[src/design/dawl_ram.sv]
// Generic simple dual-port RAM with one write port and a registered read port.
module dawl_ram #(
  parameter int WIDTH = 8,
  parameter int DEPTH = 16,
  localparam int AW = (DEPTH > 1) ? $clog2(DEPTH) : 1
) (
  input  logic             clk,
  input  logic             wr_en,
  input  logic [AW-1:0]    wr_addr,
  input  logic [WIDTH-1:0] wr_data,
  input  logic             rd_en,
  input  logic [AW-1:0]    rd_addr,
  output logic [WIDTH-1:0] rd_data
);

  logic [WIDTH-1:0] mem [DEPTH];
  logic [WIDTH-1:0] rd_data_r;

  always_ff @(posedge clk) begin
    if (wr_en) begin
      mem[wr_addr] <= wr_data;
    end
    if (rd_en) begin
      rd_data_r <= mem[rd_addr];
    end
  end

  assign rd_data = rd_data_r;

endmodule

[config.mk]
export PLATFORM = sky130hd
export DESIGN_NAME = dawl_ram
export DESIGN_NICKNAME = d
export VERILOG_FILES = /design/src/design/dawl_ram.sv
export SDC_FILE = /design/constraint.sdc
export NUM_CORES = 1
export LEC_CHECK = 0
export BUFFER_PORTS_ARGS = -buffer_cell sky130_fd_sc_hd__buf_2
export CAP_MARGIN = 20
export CORE_MARGIN = 2
export CORE_UTILIZATION = 45
export DETAILED_ROUTE_END_ITERATION = 7
export GPL_ROUTABILITY_DRIVEN = 0
export HOLD_SLACK_MARGIN = 0.15
export SYNTH_ARGS = -nofsm -noshare
export SYNTH_HDL_FRONTEND = slang
export SYNTH_SLANG_ARGS = --single-unit
[constraint.sdc]
create_clock -name clk -period 1.8 [get_ports clk]
set_input_delay 0.18 -clock clk [delete_from_list [all_inputs] [get_ports clk]]
set_output_delay 0.18 -clock clk [all_outputs]
set_load 0.03 [all_outputs]
==> results.md <==
- Total track usage: 17.9%
- Place WS: -0.0987 ns
- Port Buf Inserts: 26
- Vias in the first global route: 2516
- CP required: 1.94 ns
- DR WL met3: 531 um
- RSZ-0062 raised after global routing: false
- Reg2reg end: rd_data[5]
- I/O Pins: 27
- Slew Limit Fails: 0
- Critical R2R Launch: mem[2][5]
- First-pass GRT wire length: 15700 um
- Final nets: 309
- Multiplexer share of the synthesized area: 14.8%
- Worst vdd ir: 0.540 mV
- Diode count: 0
- Synthesized Nets: 248
- Largest net degree at the start of global routing: 33
- Setup_tns: 0 ns
- Fin cells: 446
- Cell taking the most area after synthesis: edfxtp_1
- Placed insts: 411
- Number of setup buffers added after CTS: 0
- Mean Syn Cell Area: 22.8 um2
- Worst Tran Pin Value: 0.464 ns
- DR WL/cell: 23.1 um
- Hold Crit Class: input port to flop
- Fmax achieved: 0.617 GHz
- Commonest cells in the netlist: edfxtp_1 (136), mux4_2 (18), a22oi_1 (16)
- Mapped Cells: 229
- Area occupied by multi-input gates: 1060 um2
- Worst min-delay path endpoint: mem[14][7]
- Clock transition at the registers of the reported paths: 0.06 ns
- Clk Latency, worst-skew pair: 0.41 ns
- Power Total: 7.29 mW
- Simple-gate portion of the synthesized area: 3.14%
- Seq cells post-synth: 136
- Storage cell area: 4080 um2
- Post-Synth XOR/XNOR Area: 0%
- Post-synthesis compound-gate area fraction: 2.30%
- CTS sink cnt: 136
- Synthesized area: 5230 um2
- Status: finished, final reports clean
- Skew final: 0.00959 ns
- Setup ws final: 0.180 ns
- Endpoints failing setup: 0
- Crit Path Class: flop to flop
- DR DRC count: 0
- Min Tclk post-route: 1.62 ns
- Met2 wire len: 5060 um
- CTS tree: yes
- Leak Pwr: 2.12 nW
- Highest metal used: met4
- PwrDens: 1160 nW/um2
- Worst slew margin: 69.1%
- Top cells by area, synth: edfxtp_1 (78%), mux4_2 (7.8%), mux4_1 (7.0%), a22oi_1 (2.3%), nor2_1 (0.93%)
- CTS max path bufs: 2
- Largest family of logic cells by synthesized area: multiplexers
- Top-area cell type share of the netlist area: 78.1%
- Die Ht: 112 um
- DRT Wirelength: 10300 um
- Vias: 2500
- Worst Path Max Fanout: 1
- HP Start: wr_data[7]
- Area grow syn2layout: 19.9%
- Post-layout util: 55.1%
- R2r setup slk: 0.18 ns
- Post-synth EDFFs: 136
- DR pass1 iterations: 4
- Met1 WL: 4610 um
- DR vias/cell: 5.61
- H-tree levels: 4
- CP Capture Type: flop
- Max-Cap Viols: 0
- Die ar.: 12500 um2
- Initial antenna violation count: 0
- Worst reg2reg path depth: 3
- Core area: 11400 um2
- Die width: 112 um
- Synth warnings: 0
- Post-route ant nets: 0
- Fillers: 860
- CTS resizes: 0
- Clk root buf: clkbuf_16
- FP Rows: 39
- Hold-critical path depth: 1
- CP startpoint kind: flop
- CTS Hold Buffers Added: 3
- Starting Density: 46.0%
- Critical Path AT: 1.77 ns
- Synth Flop Type: edfxtp_1
- Library cells used by synthesis: 18
- Fin crit share: 90.0%
- Post-DP HPWL: 6440 um
- Ys async rst share: 0%
- Synth Area in Adders: 0%
- Most common cell in the synthesized netlist: edfxtp_1
- Final Hold Vio Count: 0
- Sequential area share after synthesis: 78.1%
- DR iter-0 viols: 291
- Layout cells sized above 1: 32.3%
- Gr ovfl total: 0
- Num CTS Buffers: 17
-- placed cells by master, fill, tap and decap left out --
cell,synthesis,final
edfxtp_1,136,136
dlygate4sd3_1,0,3
clkinv_1,0,1
clkinv_2,0,1
clkbuf_1,0,1
buf_2,3,26
mux4_2,18,18
and2_1,1,1
nand3b_1,2,2
buf_12,0,3
clkinv_4,0,2
clkbuf_16,0,17
nor3_1,4,4
or3b_2,1,1
inv_6,0,3
bufinv_16,0,2
a22oi_1,16,16
buf_4,1,20
nand3_1,1,1
mux4_1,14,14
nand2b_1,2,2
clkinvlp_4,0,5
nand2_1,9,9
nor2b_1,1,1
nor2_1,13,13
and2b_1,1,1
-- per-stage QoR --
step                cell area, um2  hold WS [ns]
finish                        6270         0.159
global route                  6270         0.156
CTS                           6270         0.151
detailed placement            5660         0.565
global placement              5660         0.563
floorplan                     5230         0.279
-- flip-flops by register name, summed over array words and instances, names as in the netlist --
register  count
mem         128
rd_data       8
-- worst max path at each step --
stage | slack, ns | end | startpoint | cells past startpoint
after global routing | 0.13 | rd_data[5] | mem[1][5] | 3
after global placement | -0.09 | rd_data[5] | rd_addr[0] | 5
after detailed placement | -0.1 | rd_data[5] | rd_addr[0] | 5
after floorplan | 0.13 | mem[0][0] | wr_addr[2] | 2
after CTS | 0.15 | rd_data[5] | mem[2][5] | 3
final | 0.18 | rd_data[5] | mem[2][5] | 3
-- critical path: stages (launching register included) --
cell and delay [ns]:
edfxtp_1 0.37, mux4_1 0.50, a22oi_1 0.38, nand2_1 0.11
-- cell families after synthesis --
group	Yosys count
AND/OR/NAND/NOR	35
buffers and inverters	10
flip-flops	136
AO/OA/AOI/OAI	16
multiplexers	32
-- where the power goes --
part / leakage (nW) / internal [mW] / switching (mW)
clock network: 0.267 / 2.04 / 1.29
registers: 1.24 / 3.57 / 0.0175
logic: 0.620 / 0.153 / 0.219
total: 2.12 / 5.77 / 1.53
-- area by class of cell --
cell class / instances / area share [%]
Sequential cell: 136 / 65.1
Clock buffer: 18 / 6.84
Multi-Input combinational cell: 83 / 16.9
Tap cell: 143 / 2.85
Clock inverter: 14 / 2.39
Timing Repair Buffer: 52 / 5.91
-- metal layers --
metal / track usage [%] / vias to the layer above
met4: 6.42 / 0
met5: 0 / -
met2: 27.2 / 73
li1: - / 1104
met1: 25.5 / 1311
met3: 4.46 / 12
No activity file was read; power rests on OpenSTA's default activity.
