$ cat src/design/dawl_pkg.sv
// Shared types and constants for the device access whitelist check.
package dawl_pkg;

  localparam int ENTRIES_DEF = 1024;
  localparam int SLOT_W      = 10;
  localparam int ID_W        = 32;
  localparam int KIND_W      = 16;
  localparam int FLAG_W      = 16;

  localparam logic [ID_W-1:0] WILD_ID = '1;

  localparam logic OP_WRITE = 1'b0;
  localparam logic OP_CHECK = 1'b1;

  typedef struct packed {
    logic              live;
    logic [ID_W-1:0]   major;
    logic [ID_W-1:0]   minor;
    logic [KIND_W-1:0] kind;
    logic [FLAG_W-1:0] mask;
  } entry_t;

  localparam int ENTRY_W = $bits(entry_t);

  typedef struct packed {
    logic [ID_W-1:0]   major;
    logic [ID_W-1:0]   minor;
    logic [KIND_W-1:0] kind;
    logic [FLAG_W-1:0] flags;
  } req_t;

  typedef struct packed {
    logic clr;
    logic vld;
  } match_ctl_t;

endpackage

$ cat src/design/dawl_match.sv
// Entry match logic with the hit accumulator for one table scan.
module dawl_match (
  input  logic                clk,
  input  logic                rst_n,
  input  dawl_pkg::match_ctl_t ctl,
  input  dawl_pkg::entry_t    entry,
  input  dawl_pkg::req_t      req,
  output logic                hit
);
  import dawl_pkg::*;

  logic match;
  logic hit_r;
  logic hit_nxt;

  always_comb begin
    match = entry.live
          && (entry.kind == req.kind)
          && ((entry.major == req.major) || (entry.major == WILD_ID))
          && ((entry.minor == req.minor) || (entry.minor == WILD_ID))
          && ((entry.mask & req.flags) == req.flags);
    hit_nxt = hit_r;
    if (ctl.clr) begin
      hit_nxt = 1'b0;
    end else if (ctl.vld && match) begin
      hit_nxt = 1'b1;
    end
  end

  always_ff @(posedge clk) begin
    if (!rst_n) begin
      hit_r <= 1'b0;
    end else begin
      hit_r <= hit_nxt;
    end
  end

  assign hit = hit_r;

endmodule

$ cat config.mk
export PLATFORM = sky130hd
export DESIGN_NAME = dawl_match
export DESIGN_NICKNAME = d
export VERILOG_FILES = /design/src/design/dawl_pkg.sv /design/src/design/dawl_match.sv
export SDC_FILE = /design/constraint.sdc
export NUM_CORES = 1
export LEC_CHECK = 0
export ABC_AREA = 0
export BUFFER_PORTS_ARGS = -buffer_cell sky130_fd_sc_hd__buf_4
export CAP_MARGIN = 40
export CORE_AREA = 2 2 77 79
export DETAILED_ROUTE_END_ITERATION = 8
export DIE_AREA = 0 0 79 81
export GPL_TIMING_DRIVEN = 1
export PLACE_DENSITY = 0.7
export REMOVE_ABC_BUFFERS = 1
export SYNTH_ARGS = -nofsm -noshare
export SYNTH_HDL_FRONTEND = slang
export SYNTH_SLANG_ARGS = --single-unit
$ cat constraint.sdc
create_clock -name clk -period 1.7 [get_ports clk]
set_input_delay 0.17 -clock clk [delete_from_list [all_inputs] [get_ports clk]]
set_output_delay 0.17 -clock clk [all_outputs]
set_load 0.1 [all_outputs]
==> results of run 1 <==
critical path: cells and delay by family:
family	cells	cell delay, ns
and+or+nand+nor	2	0.53
AOI/OAI and AO/OA	2	0.49
xor gates and xnor gates	1	0.15
buffers and inverters	1	0.11
through the flow:
step	cells	cell area (um^2)	utilization, %
CTS	434	2770	48.8
finish	434	2770	48.8
floorplan	162	1190	-
global route	434	2770	48.8
detailed placement	434	2760	48.7
global placement	434	2760	48.7
repair_timing:
action / 4_1_cts / 5_1_grt
resized for setup: 2 / 0
pin swaps: 0 / 1
endpoints found under the setup margin: 1 / 1
cloned: 0 / 0
worst min path at each step:
stage / from / slack [ns] / end
5_1_grt: hit$_SDFFE_PP0P_ / 0.56 / hit$_SDFFE_PP0P_
4_1_cts: hit$_SDFFE_PP0P_ / 0.54 / hit$_SDFFE_PP0P_
3_5_place_dp: hit$_SDFFE_PP0P_ / 0.53 / hit$_SDFFE_PP0P_
6_report: hit$_SDFFE_PP0P_ / 0.52 / hit$_SDFFE_PP0P_
2_1_floorplan: ctl[1] / 0.43 / hit$_SDFFE_PP0P_
3_3_place_gp: hit$_SDFFE_PP0P_ / 0.54 / hit$_SDFFE_PP0P_
power by group:
group / switching (uW) / internal (uW) / total (uW)
clock network: 0 / 0 / 0
logic: 203 / 386 / 589
registers: 0 / 23.9 / 23.9
area by class of cell:
| class | count | area (um^2) |
|---|---|---|
| sequential | 1 | 20.0 |
| tap | 75 | 93.8 |
| inverter | 14 | 52.6 |
| multi-input combinational | 147 | 1130 |
| timing repair buffer | 197 | 1480 |
| fill | 560 | 2900 |
cell families (layout without fill, tap and decap cells):
logic type	count (synthesis)	count (layout)
AO/OA/AOI/OAI	12	12
flip-flops	1	1
XOR/XNOR	78	78
AND/OR/NAND/NOR	57	57
buffers and inverters	14	211
per-layer routing:
metal | up-vias | GRT usage [%] | part of all wire [%]
met4 | 0 | 1.38 | 0.64
met3 | 4 | 3.44 | 11
li1 | 989 | - | -
met5 | - | 0 | 0
met1 | 869 | 16.7 | 34
met2 | 116 | 35.2 | 54
synth_stat cells, types with 2 or more instances:
| cell | count |
|---|---|
| nor2b_1 | 5 |
| nand4_1 | 21 |
| inv_1 | 14 |
| a2111oi_0 | 2 |
| o22ai_1 | 3 |
| o21ai_0 | 3 |
| xor2_1 | 78 |
| nand2_1 | 3 |
| nor4_1 | 23 |
==> metrics.md, run 1 <==
| Metric | Value |
|---|---|
| R2R cell count | 1 |
| Max Cap Viol | 0 |
| Mux cell area share after synthesis | 0% |
| Hold slack | 0.520 ns |
| Routability congestion estimate | 0.826 |
| DR WL/cell | 13.7 um |
| Critical path peak fanout | 1 |
| Element type at the critical path start | input pin |
| Crit path time final | 1.51 ns |
| Setup Crit Path Kind | in -> reg |
| Post-synth EDFFs | 0 |
| Initial antenna violation count | 0 |
| Status | finished clean |
| Setup violations, final | 0 |
| WP data required | 1.64 ns |
| Share of cells above drive strength 1 | 55.7% |
| ANT cells | 0 |
| Final WS setup | 0.189 ns |
| Setup Fix Bufs, Post-CTS | 0 |
| Largest net degree at the start of global routing | 3 |
| Synthesis-stage register bit count | 1 |
| Simple-Gate Fraction of Synth Area | 29.1% |
| DR vias | 1978 |
| Total global routing overflow | 0 |
| Die extent in y | 81 um |
| Xor/xnor share of the synthesized area | 57.4% |
| Synth warn | 0 |
| CP startpoint | req[62] |
| Clock slew at reported path FFs | 0 ns |
| PortBufs | 197 |
| Setup tns final | 0 ns |
| Post-CTS Hold Fix Bufs | 0 |
| Rows | 28 |
| Cell count of the worst hold path | 1 |
| Slowest stage cell, crit path | nor4_1 |
| Die width | 79 um |
| Mapped Cells | 162 |
| Fin crit share | 88.9% |
| Cells along the critical path | buf_4 > xor2_1 > nor4_1 > nand4_1 > o21ai_0 > a32o_2 |
| Vias per cell | 4.56 |
| Cell taking the most area after synthesis | xor2_1 |
| Overall Power | 613 uW |
| Antenna-violating nets left | 0 |
| Power Density | 221 nW/um^2 |
| Max-slew violation count | 0 |
| Sequential cell area fraction in the yosys report | 1.68% |
| RR Endpoint | hit$_SDFFE_PP0P_ |
| Post-synthesis adder-cell area fraction | 0% |
| Yosys top cell area share | 57.4% |
| Initial DRC count | 20 |
| Leak | 0.00143 uW |
| Most frequent cells in the layout | buf_4 (197), xor2_1 (78), nor4_1 (22) |
| Area delta synth->final | 133% |
| DP HPWL | 5550 um |
| # DRC | 0 |
| Syn_area_per_cell | 7.35 um^2 |
| Nets | 558 |
| DP Worst Slack | -0.0870 ns |
| Min-Delay Path Class | reg -> reg |
| Post-synth top flop | dfxtp_1 |
| IO Pins | 198 |
| Relative slew slack | 73.0% |
| Core ar. | 5680 um^2 |
| Vias in the first global route | 2010 |
| RSZ-0062 raised after global routing | no |
| Initial core utilization | 21.0% |
| Netlist cell types | 19 |
| Clk Latency, worst-skew pair | 0 ns |
| Total Routed Length | 5960 um |
| CP arrival | 1.45 ns |
| Setup Skew | 0 ns |
| Synthesized cell area | 1190 um^2 |
| Synth Area in Compound Gates | 7.36% |
| CP max stage delay | 0.39 ns |
| Crit end category | flip-flop |
| Largest register FFs | 1 |
| Largest family of logic cells by synthesized area | XOR/XNOR gates |
| F_max | 662 MHz |
| Largest cells by area after synthesis | xor2_1 (57%), nor4_1 (12%), nand4_1 (11%), inv_1 (4.4%), nor2b_1 (2.6%) |
| GRT Total Usage | 16.5% |
| Post-synth ARST share | 0% |
| Crit path to | hit$_SDFFE_PP0P_ |
| R2r startpoint | hit$_SDFFE_PP0P_ |
| Global-route wire length before repair | 8550 um |
| Final hold violations | 0 |
| Slew @ Worst Pin | 0.395 ns |
| Die area | 6400 um^2 |
| Most common cell after layout, fill and taps aside | buf_4 |
| Drt pass-1 iters | 4 |
| VDD IR max | 112 uV |
| Reg2reg setup slack | 1.04 ns |
(Power assumes the default switching activity.)
==> inputs of run 2 (changes only) <==
RECOVER_POWER = 50   (was unset)
==> metrics.md, run 2 (same netlist as run 1, synthesis figures left out) <==
| Metric | Value |
|---|---|
| PortBufs | 197 (unchanged) |
| F_max | 662 MHz (about the same) |
| DR vias | 1978 (unchanged) |
| VDD IR max | 112 uV (about the same) |
| Setup Crit Path Kind | in -> reg |
| Design area | 2770 um^2 (about the same) |
| Setup tns final | 0 ns (unchanged) |
| Setup violations, final | 0 (unchanged) |
| Critical path's top delay family | simple AND/OR/NAND/NOR gates |
| Initial antenna violation count | 0 (unchanged) |
| Critical path peak fanout | 1 (unchanged) |
| Max-slew violation count | 0 (unchanged) |
| Vias per cell | 4.56 (unchanged) |
| Largest net degree at the start of global routing | 3 (unchanged) |
| Element type at the critical path start | input pin |
| Setup Fix Bufs, Post-CTS | 0 (unchanged) |
| RSZ-0062 raised after global routing | no |
| Leak | 0.00143 uW (about the same) |
| Hold slack | 0.508 ns (-0.0117 ns) |
| Largest register FFs | 1 (unchanged) |
| Rows | 28 (unchanged) |
| Drt pass-1 iters | 4 (unchanged) |
| CP max stage delay | 0.39 ns (about the same) |
| IO Pins | 198 (unchanged) |
| Die width | 79 um (unchanged) |
| Total global routing overflow | 0 (unchanged) |
| GRT Total Usage | 16.5% (unchanged) |
| Antenna-violating nets left | 0 (unchanged) |
| Crit path time final | 1.51 ns (+0.00000500 ns) |
| Final WS setup | 0.189 ns (-0.00000500 ns) |
| Die area | 6400 um^2 (unchanged) |
| Cells along the critical path | buf_4 > xor2_1 > nor4_1 > nand4_1 > o21ai_0 > a32o_2 |
| Dpl cell area | 2760 um^2 (unchanged) |
| Nets | 558 (unchanged) |
| Initial DRC count | 19 (-5.0%) |
| DR WL/cell | 13.7 um (-0.12%) |
| Setup Skew | 0 ns (unchanged) |
| Max Cap Viol | 0 (unchanged) |
| Fillers | 561 (+0.18%) |
| Fin crit share | 88.9% (about the same) |
| DP HPWL | 5550 um (unchanged) |
| Final hold violations | 0 (unchanged) |
| Clk Latency, worst-skew pair | 0 ns (unchanged) |
| Area delta synth->final | 133% (about the same) |
| Cell Count, Final, Fillers Out | 434 (unchanged) |
| Global-route wire length before repair | 8550 um (unchanged) |
| Buf+Inv Stages, Crit Path | 1 (unchanged) |
| # DRC | 0 (unchanged) |
| Most frequent cells in the layout | buf_4 (196), xor2_1 (78), nor4_1 (22) |
| Share of cells above drive strength 1 | 55.7% (unchanged) |
| Crit end category | flip-flop |
| Most common cell after layout, fill and taps aside | buf_4 |
| Post-CTS Hold Fix Bufs | 0 (unchanged) |
| ANT cells | 0 (unchanged) |
| DP Worst Slack | -0.0870 ns (unchanged) |
| Slowest stage cell, crit path | nor4_1 |
| Clock slew at reported path FFs | 0 ns (unchanged) |
| Seq. cell area | 20.0 um^2 (unchanged) |
| Slew @ Worst Pin | 0.547 ns (+0.152 ns) |
| Vias in the first global route | 2010 (unchanged) |
| Power Density | 221 nW/um^2 (about the same) |
| Core ar. | 5680 um^2 (unchanged) |
| Initial core utilization | 21.0% (unchanged) |
| Total Routed Length | 5950 um (-0.12%) |
| Min-Delay Path Class | reg -> reg |
| WP data required | 1.64 ns (about the same) |
| Status | finished clean |
| Die extent in y | 81 um (unchanged) |
| Routability congestion estimate | 0.826 (unchanged) |
| Placed insts | 434 (unchanged) |
| CP arrival | 1.45 ns (about the same) |
| Multi-input logic area | 1130 um^2 (unchanged) |
| Relative slew slack | 63.7% (-9.3 points) |
run 2: changes by cell type in the layout (fill, tap and decap cells not counted):
| cell | change |
|---|---|
| buf_4 | -1 |
| clkbuf_2 | +1 |
run 2: timing repair:
action,4_1_cts,5_1_grt
resized for setup,2,0
endpoints found under the setup margin,1,1
cloned,0,0
pin swaps,0,1
run 2: stage by stage:
step / power (uW) / utilization (%)
floorplan: 182 / -
global placement: 605 / 48.7
detailed placement: 614 / 48.7
CTS: 618 / 48.8
global route: 664 / 48.8
finish: 613 / 48.8
run 2: metal layers:
metal  part of all wire [%]  vias to the layer above  wire length, um  track usage [%]
li1                       -                      989                -                -
met1                     34                      869             2050             16.7
met2                     54                      116             3240             35.2
met3                     10                        4              624             3.44
met4                   0.64                        0               38             1.38
met5                      0                        -                0                0
run 2: path summary, 6_finish.rpt:
check	from	end	slack, ns	cells after the start
hold reg to reg	hit$_SDFFE_PP0P_	hit$_SDFFE_PP0P_	0.51	1
hold / removal	hit$_SDFFE_PP0P_	hit$_SDFFE_PP0P_	0.51	1
setup / recovery	req[62]	hit$_SDFFE_PP0P_	0.19	6
setup reg to reg	hit$_SDFFE_PP0P_	hit$_SDFFE_PP0P_	1.04	1
run 2: cell type report:
cell class                 instances  share of cell area [%]
sequential                         1                   0.723
timing repair buffer             197                    53.3
tap                               75                    3.39
inverter                          14                    1.90
multi-input combinational        147                    40.7
run 2: power by group:
group	leakage (uW)	internal, uW	total, uW	switching (uW)
Clock	0	0	0	0
Combinational	0.00142	386	589	202
Sequential	0.00000805	23.9	23.9	0
Total	0.00143	410	613	202
